===== config.mk =====
export PLATFORM = sky130hd
export DESIGN_NAME = polish_charset_guess_scorer_core
export DESIGN_NICKNAME = d
export VERILOG_FILES = /design/src/sv/pcgs_pkg.sv /design/src/sv/pcgs_score_acc.sv /design/src/sv/polish_charset_guess_scorer_core.sv
export SDC_FILE = /design/constraint.sdc
export NUM_CORES = 1
export LEC_CHECK = 0
export ABC_AREA = 1
export BUFFER_PORTS_ARGS = -buffer_cell sky130_fd_sc_hd__buf_2
export CAP_MARGIN = 20
export CORE_UTILIZATION = 43
export CTS_CLUSTER_DIAMETER = 150
export DETAILED_ROUTE_END_ITERATION = 7
export GPL_TIMING_DRIVEN = 0
export MAX_ROUTING_LAYER = met4
export PLACE_DENSITY = 0.62
export RECOVER_POWER = 100
export SLEW_MARGIN = 10
export SYNTH_ARGS = -nofsm -noshare
export SYNTH_HDL_FRONTEND = slang
export SYNTH_SLANG_ARGS = --single-unit

===== constraint.sdc =====
create_clock -name clk -period 9.3 [get_ports clk]
set_clock_uncertainty 0.2 [all_clocks]
set_input_delay 0.93 -clock clk [delete_from_list [all_inputs] [get_ports clk]]
set_output_delay 0.93 -clock clk [all_outputs]
set_load 0.1 [all_outputs]

===== src/sv/pcgs_pkg.sv =====
// Package for the Polish charset guess scorer: item structs, encoding codes,
// the letter code tables and the weight lookup function.
// No dependencies.
`default_nettype none

package pcgs_pkg;

  localparam int NUM_ENC     = 3;
  localparam int NUM_LETTERS = 18;
  localparam int WEIGHT_W    = 5;
  localparam int SCORE_OUT_W = 24;

  typedef enum logic [1:0] {
    ENC_ISO = 2'd0,
    ENC_WIN = 2'd1,
    ENC_DOS = 2'd2
  } enc_t;

  typedef struct packed {
    logic [7:0] data_byte;
    logic       has_byte;
    logic       last_byte;
  } in_item_t;

  typedef struct packed {
    logic [1:0]             chosen_encoding;
    logic                   evidence_found;
    logic [SCORE_OUT_W-1:0] score_iso;
    logic [SCORE_OUT_W-1:0] score_win;
    logic [SCORE_OUT_W-1:0] score_dos;
  } out_item_t;

  // Polish letter codes: rows are ISO8859-2, CP1250 and CP852.
  localparam logic [7:0] LETTER_CODES [NUM_ENC][NUM_LETTERS] = '{
    '{8'd161, 8'd198, 8'd202, 8'd163, 8'd209, 8'd211, 8'd166, 8'd172, 8'd175,
      8'd177, 8'd230, 8'd234, 8'd179, 8'd241, 8'd243, 8'd182, 8'd188, 8'd191},
    '{8'd165, 8'd198, 8'd202, 8'd163, 8'd209, 8'd211, 8'd140, 8'd143, 8'd175,
      8'd185, 8'd230, 8'd234, 8'd179, 8'd241, 8'd243, 8'd156, 8'd159, 8'd191},
    '{8'd164, 8'd143, 8'd168, 8'd157, 8'd227, 8'd224, 8'd151, 8'd141, 8'd189,
      8'd165, 8'd134, 8'd169, 8'd136, 8'd228, 8'd162, 8'd152, 8'd171, 8'd190}
  };

  localparam logic [WEIGHT_W-1:0] LETTER_WEIGHT [NUM_LETTERS] = '{
    5'd1, 5'd1, 5'd1, 5'd1, 5'd1, 5'd1, 5'd1, 5'd1, 5'd1,
    5'd15, 5'd10, 5'd16, 5'd19, 5'd1, 5'd13, 5'd13, 5'd1, 5'd18
  };

  // Weight of the byte for one encoding, zero if it is no Polish letter there.
  // The scan runs downward so that the lowest matching position wins.
  function automatic logic [WEIGHT_W-1:0] letter_weight(input int unsigned enc,
                                                         input logic [7:0] b);
    logic [WEIGHT_W-1:0] w;
    w = '0;
    for (int j = NUM_LETTERS - 1; j >= 0; j--) begin
      if (LETTER_CODES[enc][j] == b) begin
        w = LETTER_WEIGHT[j];
      end
    end
    return w;
  endfunction

endpackage

`default_nettype wire


===== src/sv/pcgs_score_acc.sv =====
// One saturating score accumulator for a single candidate encoding.
// Depends on pcgs_pkg for the weight width.
`default_nettype none

module pcgs_score_acc
  import pcgs_pkg::*;
#(
  parameter int SCORE_BITS = 24
) (
  input  wire logic                  clk,
  input  wire logic                  rst_n,
  input  wire logic                  advance,
  input  wire logic                  clear,
  input  wire logic [WEIGHT_W-1:0]   weight,
  output logic      [SCORE_BITS-1:0] score_upd
);

  logic [SCORE_BITS-1:0] score_r;
  logic [SCORE_BITS-1:0] score_nxt;
  logic [SCORE_BITS:0]   sum;

  assign sum = {1'b0, score_r} + {{(SCORE_BITS + 1 - WEIGHT_W){1'b0}}, weight};

  // A carry out of the top bit means the score would pass its maximum.
  assign score_upd = sum[SCORE_BITS] ? {SCORE_BITS{1'b1}} : sum[SCORE_BITS-1:0];
  assign score_nxt = clear ? '0 : score_upd;

  always_ff @(posedge clk) begin
    if (!rst_n) begin
      score_r <= '0;
    end else if (advance) begin
      score_r <= score_nxt;
    end
  end

endmodule

`default_nettype wire


===== src/sv/polish_charset_guess_scorer_core.sv =====
// Top level of the Polish charset guess scorer: input register, three score
// accumulators, best-score selection and the result register.
// Depends on pcgs_pkg and pcgs_score_acc.
//
//   channel | ports                         | moves
//   --------+-------------------------------+-----------------------------------
//   input   | in_valid, in_stall, in_data   | at most one message byte per transaction
//   result  | out_valid, out_stall, out_data| scores and choice, once per message
//
// One byte is taken every cycle while in_stall is low; a last byte passes from the
// input register into the result register, where its result is presented.
// The score update is a single add-and-saturate per encoding feeding back into
// its own register, which sets the one-cycle rate.
// After reset all scores are zero and both registers are empty. A stalled
// result holds back only a last byte; other bytes keep flowing into the scores.
`default_nettype none

module polish_charset_guess_scorer_core
  import pcgs_pkg::*;
#(
  parameter int SCORE_BITS = 24
) (
  input  wire logic      clk,
  input  wire logic      rst_n,
  input  wire logic      in_valid,
  output logic           in_stall,
  input  wire in_item_t  in_data,
  output logic           out_valid,
  input  wire logic      out_stall,
  output out_item_t      out_data
);

  logic                  in_valid_r;
  in_item_t              in_data_r;
  logic                  out_valid_r;
  out_item_t             out_data_r;
  out_item_t             out_data_nxt;
  logic                  advance;
  logic                  emit;

  logic [SCORE_BITS-1:0]  score_upd [NUM_ENC];
  logic [SCORE_OUT_W-1:0] score_out [NUM_ENC];

  logic [SCORE_BITS-1:0] best01;
  logic [1:0]            sel01;
  logic [SCORE_BITS-1:0] best;
  logic [1:0]            sel;

  // A last byte must wait while the result register is full and stalled.
  assign advance  = in_valid_r &&
                    (!in_data_r.last_byte || !out_valid_r || !out_stall);
  assign emit     = advance && in_data_r.last_byte;
  assign in_stall = in_valid_r && !advance;

  for (genvar e = 0; e < NUM_ENC; e++) begin : g_enc
    logic [WEIGHT_W-1:0] weight;

    assign weight = in_data_r.has_byte ?
                    letter_weight(e, in_data_r.data_byte) : '0;

    pcgs_score_acc #(
      .SCORE_BITS (SCORE_BITS)
    ) u_acc (
      .clk       (clk),
      .rst_n     (rst_n),
      .advance   (advance),
      .clear     (in_data_r.last_byte),
      .weight    (weight),
      .score_upd (score_upd[e])
    );

    if (SCORE_BITS >= SCORE_OUT_W) begin : g_trunc
      assign score_out[e] = score_upd[e][SCORE_OUT_W-1:0];
    end else begin : g_ext
      assign score_out[e] = {{(SCORE_OUT_W - SCORE_BITS){1'b0}}, score_upd[e]};
    end
  end

  // Strict compares keep the lower index on ties.
  always_comb begin
    if (score_upd[1] > score_upd[0]) begin
      best01 = score_upd[1];
      sel01  = ENC_WIN;
    end else begin
      best01 = score_upd[0];
      sel01  = ENC_ISO;
    end
    if (score_upd[2] > best01) begin
      best = score_upd[2];
      sel  = ENC_DOS;
    end else begin
      best = best01;
      sel  = sel01;
    end
    out_data_nxt.chosen_encoding = sel;
    out_data_nxt.evidence_found  = (best != '0);
    out_data_nxt.score_iso       = score_out[0];
    out_data_nxt.score_win       = score_out[1];
    out_data_nxt.score_dos       = score_out[2];
  end

  always_ff @(posedge clk) begin
    if (!rst_n) begin
      in_valid_r  <= 1'b0;
      out_valid_r <= 1'b0;
    end else begin
      if (!in_stall) begin
        in_valid_r <= in_valid;
      end
      if (emit) begin
        out_valid_r <= 1'b1;
      end else if (!out_stall) begin
        out_valid_r <= 1'b0;
      end
    end
  end

  always_ff @(posedge clk) begin
    if (in_valid && !in_stall) begin
      in_data_r <= in_data;
    end
    if (emit) begin
      out_data_r <= out_data_nxt;
    end
  end

  assign out_valid = out_valid_r;
  assign out_data  = out_data_r;

endmodule

`default_nettype wire


# [After elaboration in Yosys (flattened, before gate mapping)]
# Cells that the tools add are included.
[op_classes] eq_ne=41 n_addsub=3 n_mux=67 order_cmp=2 reduce_logical=12
[ops] op="8-bit == test (first input constant)" n=40
[ops] op="5-bit 2-to-1 mux" n=56
[ops] op="24-bit 2-to-1 mux" n=8
[ops] op="24-bit by 5-bit adder with 25-bit output" n=3
[ops] op="24-bit > comparator" n=2
[ops] op="24-bit nonzero test" n=1
[ops] op="1-bit logical NOT" n=5
[ops] op="1-bit logical AND" n=4
[ops] op="1-bit 2-to-1 mux" n=3
[ops] op="1-bit logical OR" n=2
[ops] op="2-bit by 1-bit inequality test with 1-bit output (second input constant)" n=1
[word_totals] out_inout_bits=77 elab_cells=138 in_bits=14 reg_bits=159

# [Longest topological paths before layout]
# Gate-level depths: netlist of the first run.
[logic_depth] word_depth=27 mapped_depth=57 depth_no_buf=56

# [Modules after synthesis]
# A second synthesis of the first run with hierarchy kept.
[unflattened] hier_cells=1457 area_unflattened_um2=10610.2
[by_module_without_submodules] mod="pcgs_score_acc" area_per_inst_um2=1879.3 n_inst=3 cells_each=307 seq_area_each_um2=480.5
[by_module_without_submodules] mod="polish_charset_guess_scorer_core" area_per_inst_um2=4972.3 n_inst=1 cells_each=536 seq_area_each_um2=2592.5

# [Least setup slack after synthesis of the first run]
# Ideal clock, no wire load.
[synth_path] path_kind="reg-to-reg" start="register in_data_r[8] (netlist bit)" end="register out_data_r (netlist bit out_data[72]) (data pin)" arrival_ns=5.913 path_stages_with_launch=45 required_time_ns=8.846 n_path_buf=2 synth_period_minus_slack_ns=6.367 setup_ns=0.254 setup_slack_ns=2.933 path_cell_list="edfxtp_1 nor2_1 inv_1 nor3_1 inv_1 o22ai_1 a211oi_1 a41oi_1 ha_1 fa_1 nand2_1 nand2_1 nand3_1 nand2_2 nand2_2 nor2_4 clkbuf_1 or2_2 (+9 left out) nand2_4 nand2_8 buf_6 o21ai_1 inv_1 ha_1 nand4_1 nor3_1 nand2_1 nand2_1 a31oi_1 nand2b_1 nor2_1 nand3_1 nor4_1 nor2_1 nor2_1 nand2_1"
[synth_rtl] item="start: declaration" line_no="polish_charset_guess_scorer_core.sv:34" rtl="in_item_t in_data_r;"
[synth_rtl] item="start signal: assignment" line_no="polish_charset_guess_scorer_core.sv:120" rtl="in_data_r <= in_data;"
[synth_rtl] item="end signal: assignment" line_no="polish_charset_guess_scorer_core.sv:123" rtl="out_data_r <= out_data_nxt;"
[synth_rtl] item="end: declaration" line_no="polish_charset_guess_scorer_core.sv:36" rtl="out_item_t out_data_r;"

==> results of run 1 <==
per-layer routing:
| metal | routed length, um | part of all wire, % | vias up | track usage (%) |
|---|---|---|---|---|
| met5 | 0 | 0 | - | - |
| met4 | 443 | 1.6 | 0 | 8.081 |
| met3 | 2015 | 7.2 | 35 | 3.799 |
| met2 | 12350 | 44 | 285 | 38.03 |
| met1 | 13010 | 47 | 4046 | 34.08 |
| li1 | - | - | 4526 | - |
area by class of cell:
class	count	area share (%)
Inverter	178	6.015
Tap cell	280	3.148
Timing Repair Buffer	91	3.216
Buffer	29	1.259
Clock inverter	13	1.473
Multi-Input combinational cell	938	44.75
Clock buffer	19	3.890
Sequential cell	159	36.25
synthesized netlist by cell type, types with 2 or more instances:
library cell  instances
nand2_1             361
inv_1               171
nor2_1              123
a21oi_1             119
edfxtp_1             85
dfxtp_1              74
ha_1                 62
nand3_1              50
nor3_1               31
o21ai_0              28
clkbuf_1             24
nand4_1              24
xor2_1               20
or2_2                18
nand2_2              11
o21ai_1              10
a31oi_1               8
nor4_1                8
o21ai_2               8
xnor2_1               7
inv_2                 6
a211oi_1              4
buf_6                 4
nor2_4                4
o211ai_1              4
fa_1                  3
nand3_2               3
o21a_1                3
o22ai_1               3
a21o_1                2
a221oi_1              2
a41oi_1               2
nand3b_1              2
nor2_2                2
nor3b_1               2
logic make-up (layout without fill, tap and decap cells):
group	after synthesis	after routing	synth area share, %
adder cells (fa/ha/maj)	65	65	8.497
AND/OR/NAND/NOR	647	647	28.59
buffers and inverters	207	330	8.217
AO/OA/AOI/OAI	199	199	11.28
flip-flops	159	159	41.01
XOR/XNOR	27	27	2.404
worst paths after layout:
path	start	slack (ns)	cells after the start	end
worst min-delay path	g_enc[2].u_acc.score_r[2]	0.27	2	g_enc[2].u_acc.score_r[2]
worst min register to register	g_enc[2].u_acc.score_r[2]	0.27	2	g_enc[2].u_acc.score_r[2]
worst max-delay path	in_data_r[6]	1.09	43	out_data[72]
worst max register to register	in_data_r[6]	1.09	43	out_data[72]
per-stage QoR:
step	hold WS (ns)	instances	power [W]
finish	0.2695	1707	0.001625
global route	0.2954	1707	0.001682
CTS	0.2725	1707	0.001641
detailed placement	0.2605	1675	0.0009216
global placement	0.2589	1674	0.0009215
floorplan	0.2497	1304	0.0008819
sequential cells by signal (all words and copies together), names as in the netlist:
name and cells:
out_data 75, in_data_r 10, g_enc.u_acc.score_r 72, in_valid_r 1, out_valid 1
placed cells by master (no fill, tap or decap), drive strengths merged:
master,count
nand2,374
inv,178
nor2,129
clkbuf,121
a21oi,119
edfxtp,85
dfxtp,74
ha,62
nand3,54
o21ai,46
nor3,32
nand4,25
xor2,20
or2,18
buf,18
nor4,8
a31oi,8
xnor2,7
clkinv,7
o211ai,4
a211oi,4
o22ai,3
o21a,3
fa,3
bufinv,3
clkinvlp,3
a221oi,2
a41oi,2
nand3b,2
a21o,2
nor3b,2
o41ai,1
o211a,1
a311oi,1
a21boi,1
or4,1
and2,1
o32ai,1
o221ai,1
nand2b,1
tightest hold or removal path, cell delays in order, from the launching register on:
cell and delay (ns):
dfxtp_1 0.31, nand2_1 0.06, a21oi_1 0.05
power groups by stage:
stage          sequential [W]  combinational, W  clock (W)
3_5_place_dp         0.000764          0.000158          0
5_1_grt              0.000750          0.000173   0.000759
3_3_place_gp         0.000765          0.000157          0
6_report             0.000749          0.000156   0.000719
2_1_floorplan        0.000791         0.0000911          0
4_1_cts              0.000748          0.000159   0.000734
==> run metrics, run 1 <==
die height=153.3 um; status=finished, violations left; # rows=54; Syn Nets=1,383; register area share after synthesis=41.01%; cell area after synthesis=0.009837 mm^2; gr ovfl total=0; Post-Place Setup Slack=1.323 ns; I/O pins=91; initial drt markers=638; Via Count=8,892; area grow syn2layout=13.13%; P per Cell Area=146.0 mW/mm^2; post-synth top area share=25.95%; top cells by area, synth=edfxtp_1, dfxtp_1, nand2_1, ha_1, inv_1; DRC viols=0; CP top delay family=simple AND/OR/NAND/NOR gates; proportion of layout cells with a drive suffix above 1=6.938%; Most used DFF post-synth=edfxtp_1; Max stage delay on crit path=0.67 ns; DIE AREA=0.02349 mm^2; HP Class=reg2reg; FMAX=121.9 MHz; Gate power share=9.6%; post_cts resized=0; final-stage net count=1,493; vias in the first global route=8,160; Leak Pwr=4.884 nW; post-route ant nets=0; GPL Wtd Cong=0.9889; final WL=27,820 um; design area=0.01113 mm^2; Worst Tran Pin Value=2.787 ns; Slew HR=-85.81%; setup bufs post-CTS=0; Synth Register Bits=159; Initial Util=44.52%; synthesized area per cell=7.544 um^2; CP Data Required Time=9.29 ns; Die X=153.3 um; Worst-path clk slew=0.07 ns; Maximum Capacitance Violations=1; Clock Latency Late Sink=0.43 ns; Worst Slack Setup Final=1.095 ns; CTS root buffer=clkbuf_16; VDD IR max=0.00008758 V; Reg area=0.004034 mm^2; Max stage delay cell, worst path=nor3_1; Post-Syn Instances=1,304; DRT Pass-1 Iters=5; Ys Warns=0; Setup-failing EPs final=0; crit-path max FO=10; port bufs=90; Worst Setup Start Kind=flop; Max clock buf depth=2; final design utilization=50.37%; Yosys top cell by area=edfxtp_1; CTS buffer count=17; global-route wire length before repair=43,960 um; setup_tns=0 ns; critical path class=reg2reg; min Tclk post-route=8.205 ns; Post-synth EDFFs=85; pin count of the biggest net entering global routing=52; CP Data Arrival Time=8.19 ns; crit share post-route=88.23%; CTS tree=done; Net Sw Frac=25.52%; Seq pwr share=46.1%; unrepaired setup endpoints after global routing=no; # diodes=0; initial antenna violation count=0; ys async rst share=0%; clock sink count=159; most used cell, CP=nand2_1; dpl cell area=0.01067 mm^2; total track usage=25.03%; vias per std cell=5.209; Int Power=0.001210 W; clock power share=44.3%; DP HPWL=21,600 um; CP Buf/Inv Count=7; CP endpoint kind=flop; fin. max-slew vios=52; Hold Fails Final Rpt=0; area occupied by multi-input gates=0.004980 mm^2; violated checks=max-capacitance violations, max-slew violations; Net Sw Power=0.0004146 W; Netlist cell types=51; H-Tree Depth=4; CTS Hold Bufs=0; Core ar.=0.02209 mm^2; WL/cell=16.30 um; Layout fillers=2,206
No activity file was read; power rests on OpenSTA's default activity.
==> run 2: changes to the inputs <==
--- a/config.mk
+++ b/config.mk
@@ -8,6 +8,7 @@
 export ABC_AREA = 1
 export BUFFER_PORTS_ARGS = -buffer_cell sky130_fd_sc_hd__buf_2
 export CAP_MARGIN = 20
+export CORE_ASPECT_RATIO = 1.25
 export CORE_UTILIZATION = 43
 export CTS_CLUSTER_DIAMETER = 150
 export DETAILED_ROUTE_END_ITERATION = 7
==> run 2 against run 1 <==
Effect of this change:
- the flow still finishes with violations (max-capacitance violations, max-slew violations)
- first-iteration DRC count down 16%
- total power down 1.5%
- sequential power about the same
- utilization down 0.70 points
- final cell count up 0.18%
- worst setup slack worse by 0.26 ns
- routed wire length up 2.3%
- critical path depth unchanged
- largest cell class unchanged
- flip-flop and latch count unchanged
- highest routed layer unchanged
- count of clock-buffer cells in the layout unchanged
==> run metrics, run 2 (synthesized netlist as in run 1, its figures left out) <==
Worst-path clk slew=0.07 ns (about the same); CP Buf/Inv Count=7 (unchanged); final design utilization=49.67% (was 50.37%); DP HPWL=22,390 um (was 21,600 um); proportion of layout cells with a drive suffix above 1=7.078% (was 6.938%); pin count of the biggest net entering global routing=41 (was 52); Max stage delay cell, worst path=nor3_1 (unchanged); post_cts resized=0 (unchanged); VDD IR max=0.0001197 V (was 0.00008758 V); I/O pins=91 (unchanged); Leak Pwr=4.876 nW (was 4.884 nW); DRC viols=0 (unchanged); # rows=61 (was 54); GPL Wtd Cong=0.9444 (was 0.9889); Via Count=8,971 (was 8,892); Setup-failing EPs final=0 (unchanged); dpl cell area=0.01066 mm^2 (was 0.01067 mm^2); clock sink count=159 (unchanged); min Tclk post-route=8.464 ns (was 8.205 ns); Die X=137.3 um (was 153.3 um); commonest non-fill, non-tap cell in the layout=nand2_1 (unchanged); WL/cell=16.64 um (was 16.30 um); final WL=28,460 um (was 27,820 um); CP Data Arrival Time=8.45 ns (was 8.19 ns); initial drt markers=536 (was 638); port bufs=90 (unchanged); die height=171.1 um (was 153.3 um); violated checks=max-capacitance violations, max-slew violations (unchanged); Reg area=0.004034 mm^2 (unchanged); vias per std cell=5.246 (was 5.209); fin. max-slew vios=78 (was 52); unrepaired setup endpoints after global routing=no (unchanged); Hold Fails Final Rpt=0 (unchanged); Post-Place Setup Slack=0.8995 ns (was 1.323 ns); FMAX=118.1 MHz (was 121.9 MHz); DIE AREA=0.02349 mm^2 (about the same); CP top delay family=simple AND/OR/NAND/NOR gates (unchanged); P per Cell Area=144.1 mW/mm^2 (was 146.0 mW/mm^2); Design Power=0.001601 W (was 0.001625 W); reg2reg setup slack=0.84 ns (was 1.09 ns); # diodes=0 (unchanged); Worst Slack Setup Final=0.8358 ns (was 1.095 ns); crit-path max FO=10 (unchanged); vias in the first global route=8,526 (was 8,160); CTS tree=done (unchanged); Worst Tran Pin Value=2.335 ns (was 2.787 ns); initial antenna violation count=0 (unchanged); most frequent cells in the layout=nand2_1, inv_1, nor2_1 (unchanged); CTS Hold Bufs=0 (unchanged); total track usage=26.06% (was 25.03%); Max clock buf depth=2 (unchanged); crit share post-route=91.01% (was 88.23%); Initial Util=43.99% (was 44.52%); Core ar.=0.02236 mm^2 (was 0.02209 mm^2); Slew HR=-55.64% (was -85.81%); global-route wire length before repair=44,660 um (was 43,960 um); CP endpoint kind=flop (unchanged); HP Class=reg2reg (unchanged); setup_tns=0 ns (unchanged); Clock Latency Late Sink=0.44 ns (was 0.43 ns); final-stage net count=1,493 (unchanged); CTS buffer count=17 (unchanged); gr ovfl total=0 (unchanged); design area=0.01111 mm^2 (was 0.01113 mm^2); number of flip-flops in the largest register=75 (unchanged); CP Data Required Time=9.28 ns (was 9.29 ns); post-route ant nets=0 (unchanged); Worst Setup Start Kind=flop (unchanged); DRT Pass-1 Iters=6 (was 5); CTS root buffer=clkbuf_16 (unchanged); critical path class=reg2reg (unchanged); Layout fillers=2,302 (was 2,206); Maximum Capacitance Violations=2 (was 1); area occupied by multi-input gates=0.004974 mm^2 (was 0.004980 mm^2); area grow syn2layout=12.92% (was 13.13%); H-Tree Depth=4 (unchanged); status=finished, violations left (unchanged); most used cell, CP=nand2_1 (unchanged); setup bufs post-CTS=0 (unchanged); Max stage delay on crit path=0.64 ns (was 0.67 ns)
==> run 2: worst paths after layout <==
kind                                   from  cells past startpoint                        end
setup / recovery               in_data_r[7]                     43               out_data[72]
hold / removal    g_enc[2].u_acc.score_r[3]                      2  g_enc[2].u_acc.score_r[3]
setup reg to reg               in_data_r[7]                     43               out_data[72]
hold reg to reg   g_enc[2].u_acc.score_r[3]                      2  g_enc[2].u_acc.score_r[3]
==> run 2: per-stage QoR <==
step                std cells  hold slack [ns]
CTS                      1710           0.2735
detailed placement       1678           0.2631
finish                   1710           0.2708
floorplan                1304           0.2497
global route             1710           0.2974
global placement         1677           0.2570
==> run 2: per-layer routing <==
metal / track usage, % / share of wire, % / vias up
met4: 8.743 / 2.4 / 0
li1: - / - / 4529
met3: 3.763 / 4.4 / 50
met2: 45.15 / 50 / 227
met1: 30.61 / 43 / 4165
met5: - / 0 / -
==> run 2: power by group <==
part | switching (W) | leakage [nW] | internal (W)
Combinational | 0.000123 | 3.08 | 0.0000399
Clock | 0.000314 | 0.282 | 0.000374
Sequential | 0.00000379 | 1.51 | 0.000746
Total | 0.000441 | 4.88 | 0.00116
==> run 2: worst min-delay path: cells and delay by family, from the launching register on <==
kind	cells	cell delay (ns)
AOI/OAI and AO/OA	1	0.05
DFF	1	0.31
and+or+nand+nor	1	0.06
==> run 2: cell type report <==
class / count / area share (%)
Clock buffer: 19 / 4.179
Tap cell: 283 / 3.188
Buffer: 29 / 1.262
Inverter: 178 / 6.026
Clock inverter: 13 / 1.048
Multi-Input combinational cell: 938 / 44.77
Sequential cell: 159 / 36.31
Timing Repair Buffer: 91 / 3.210
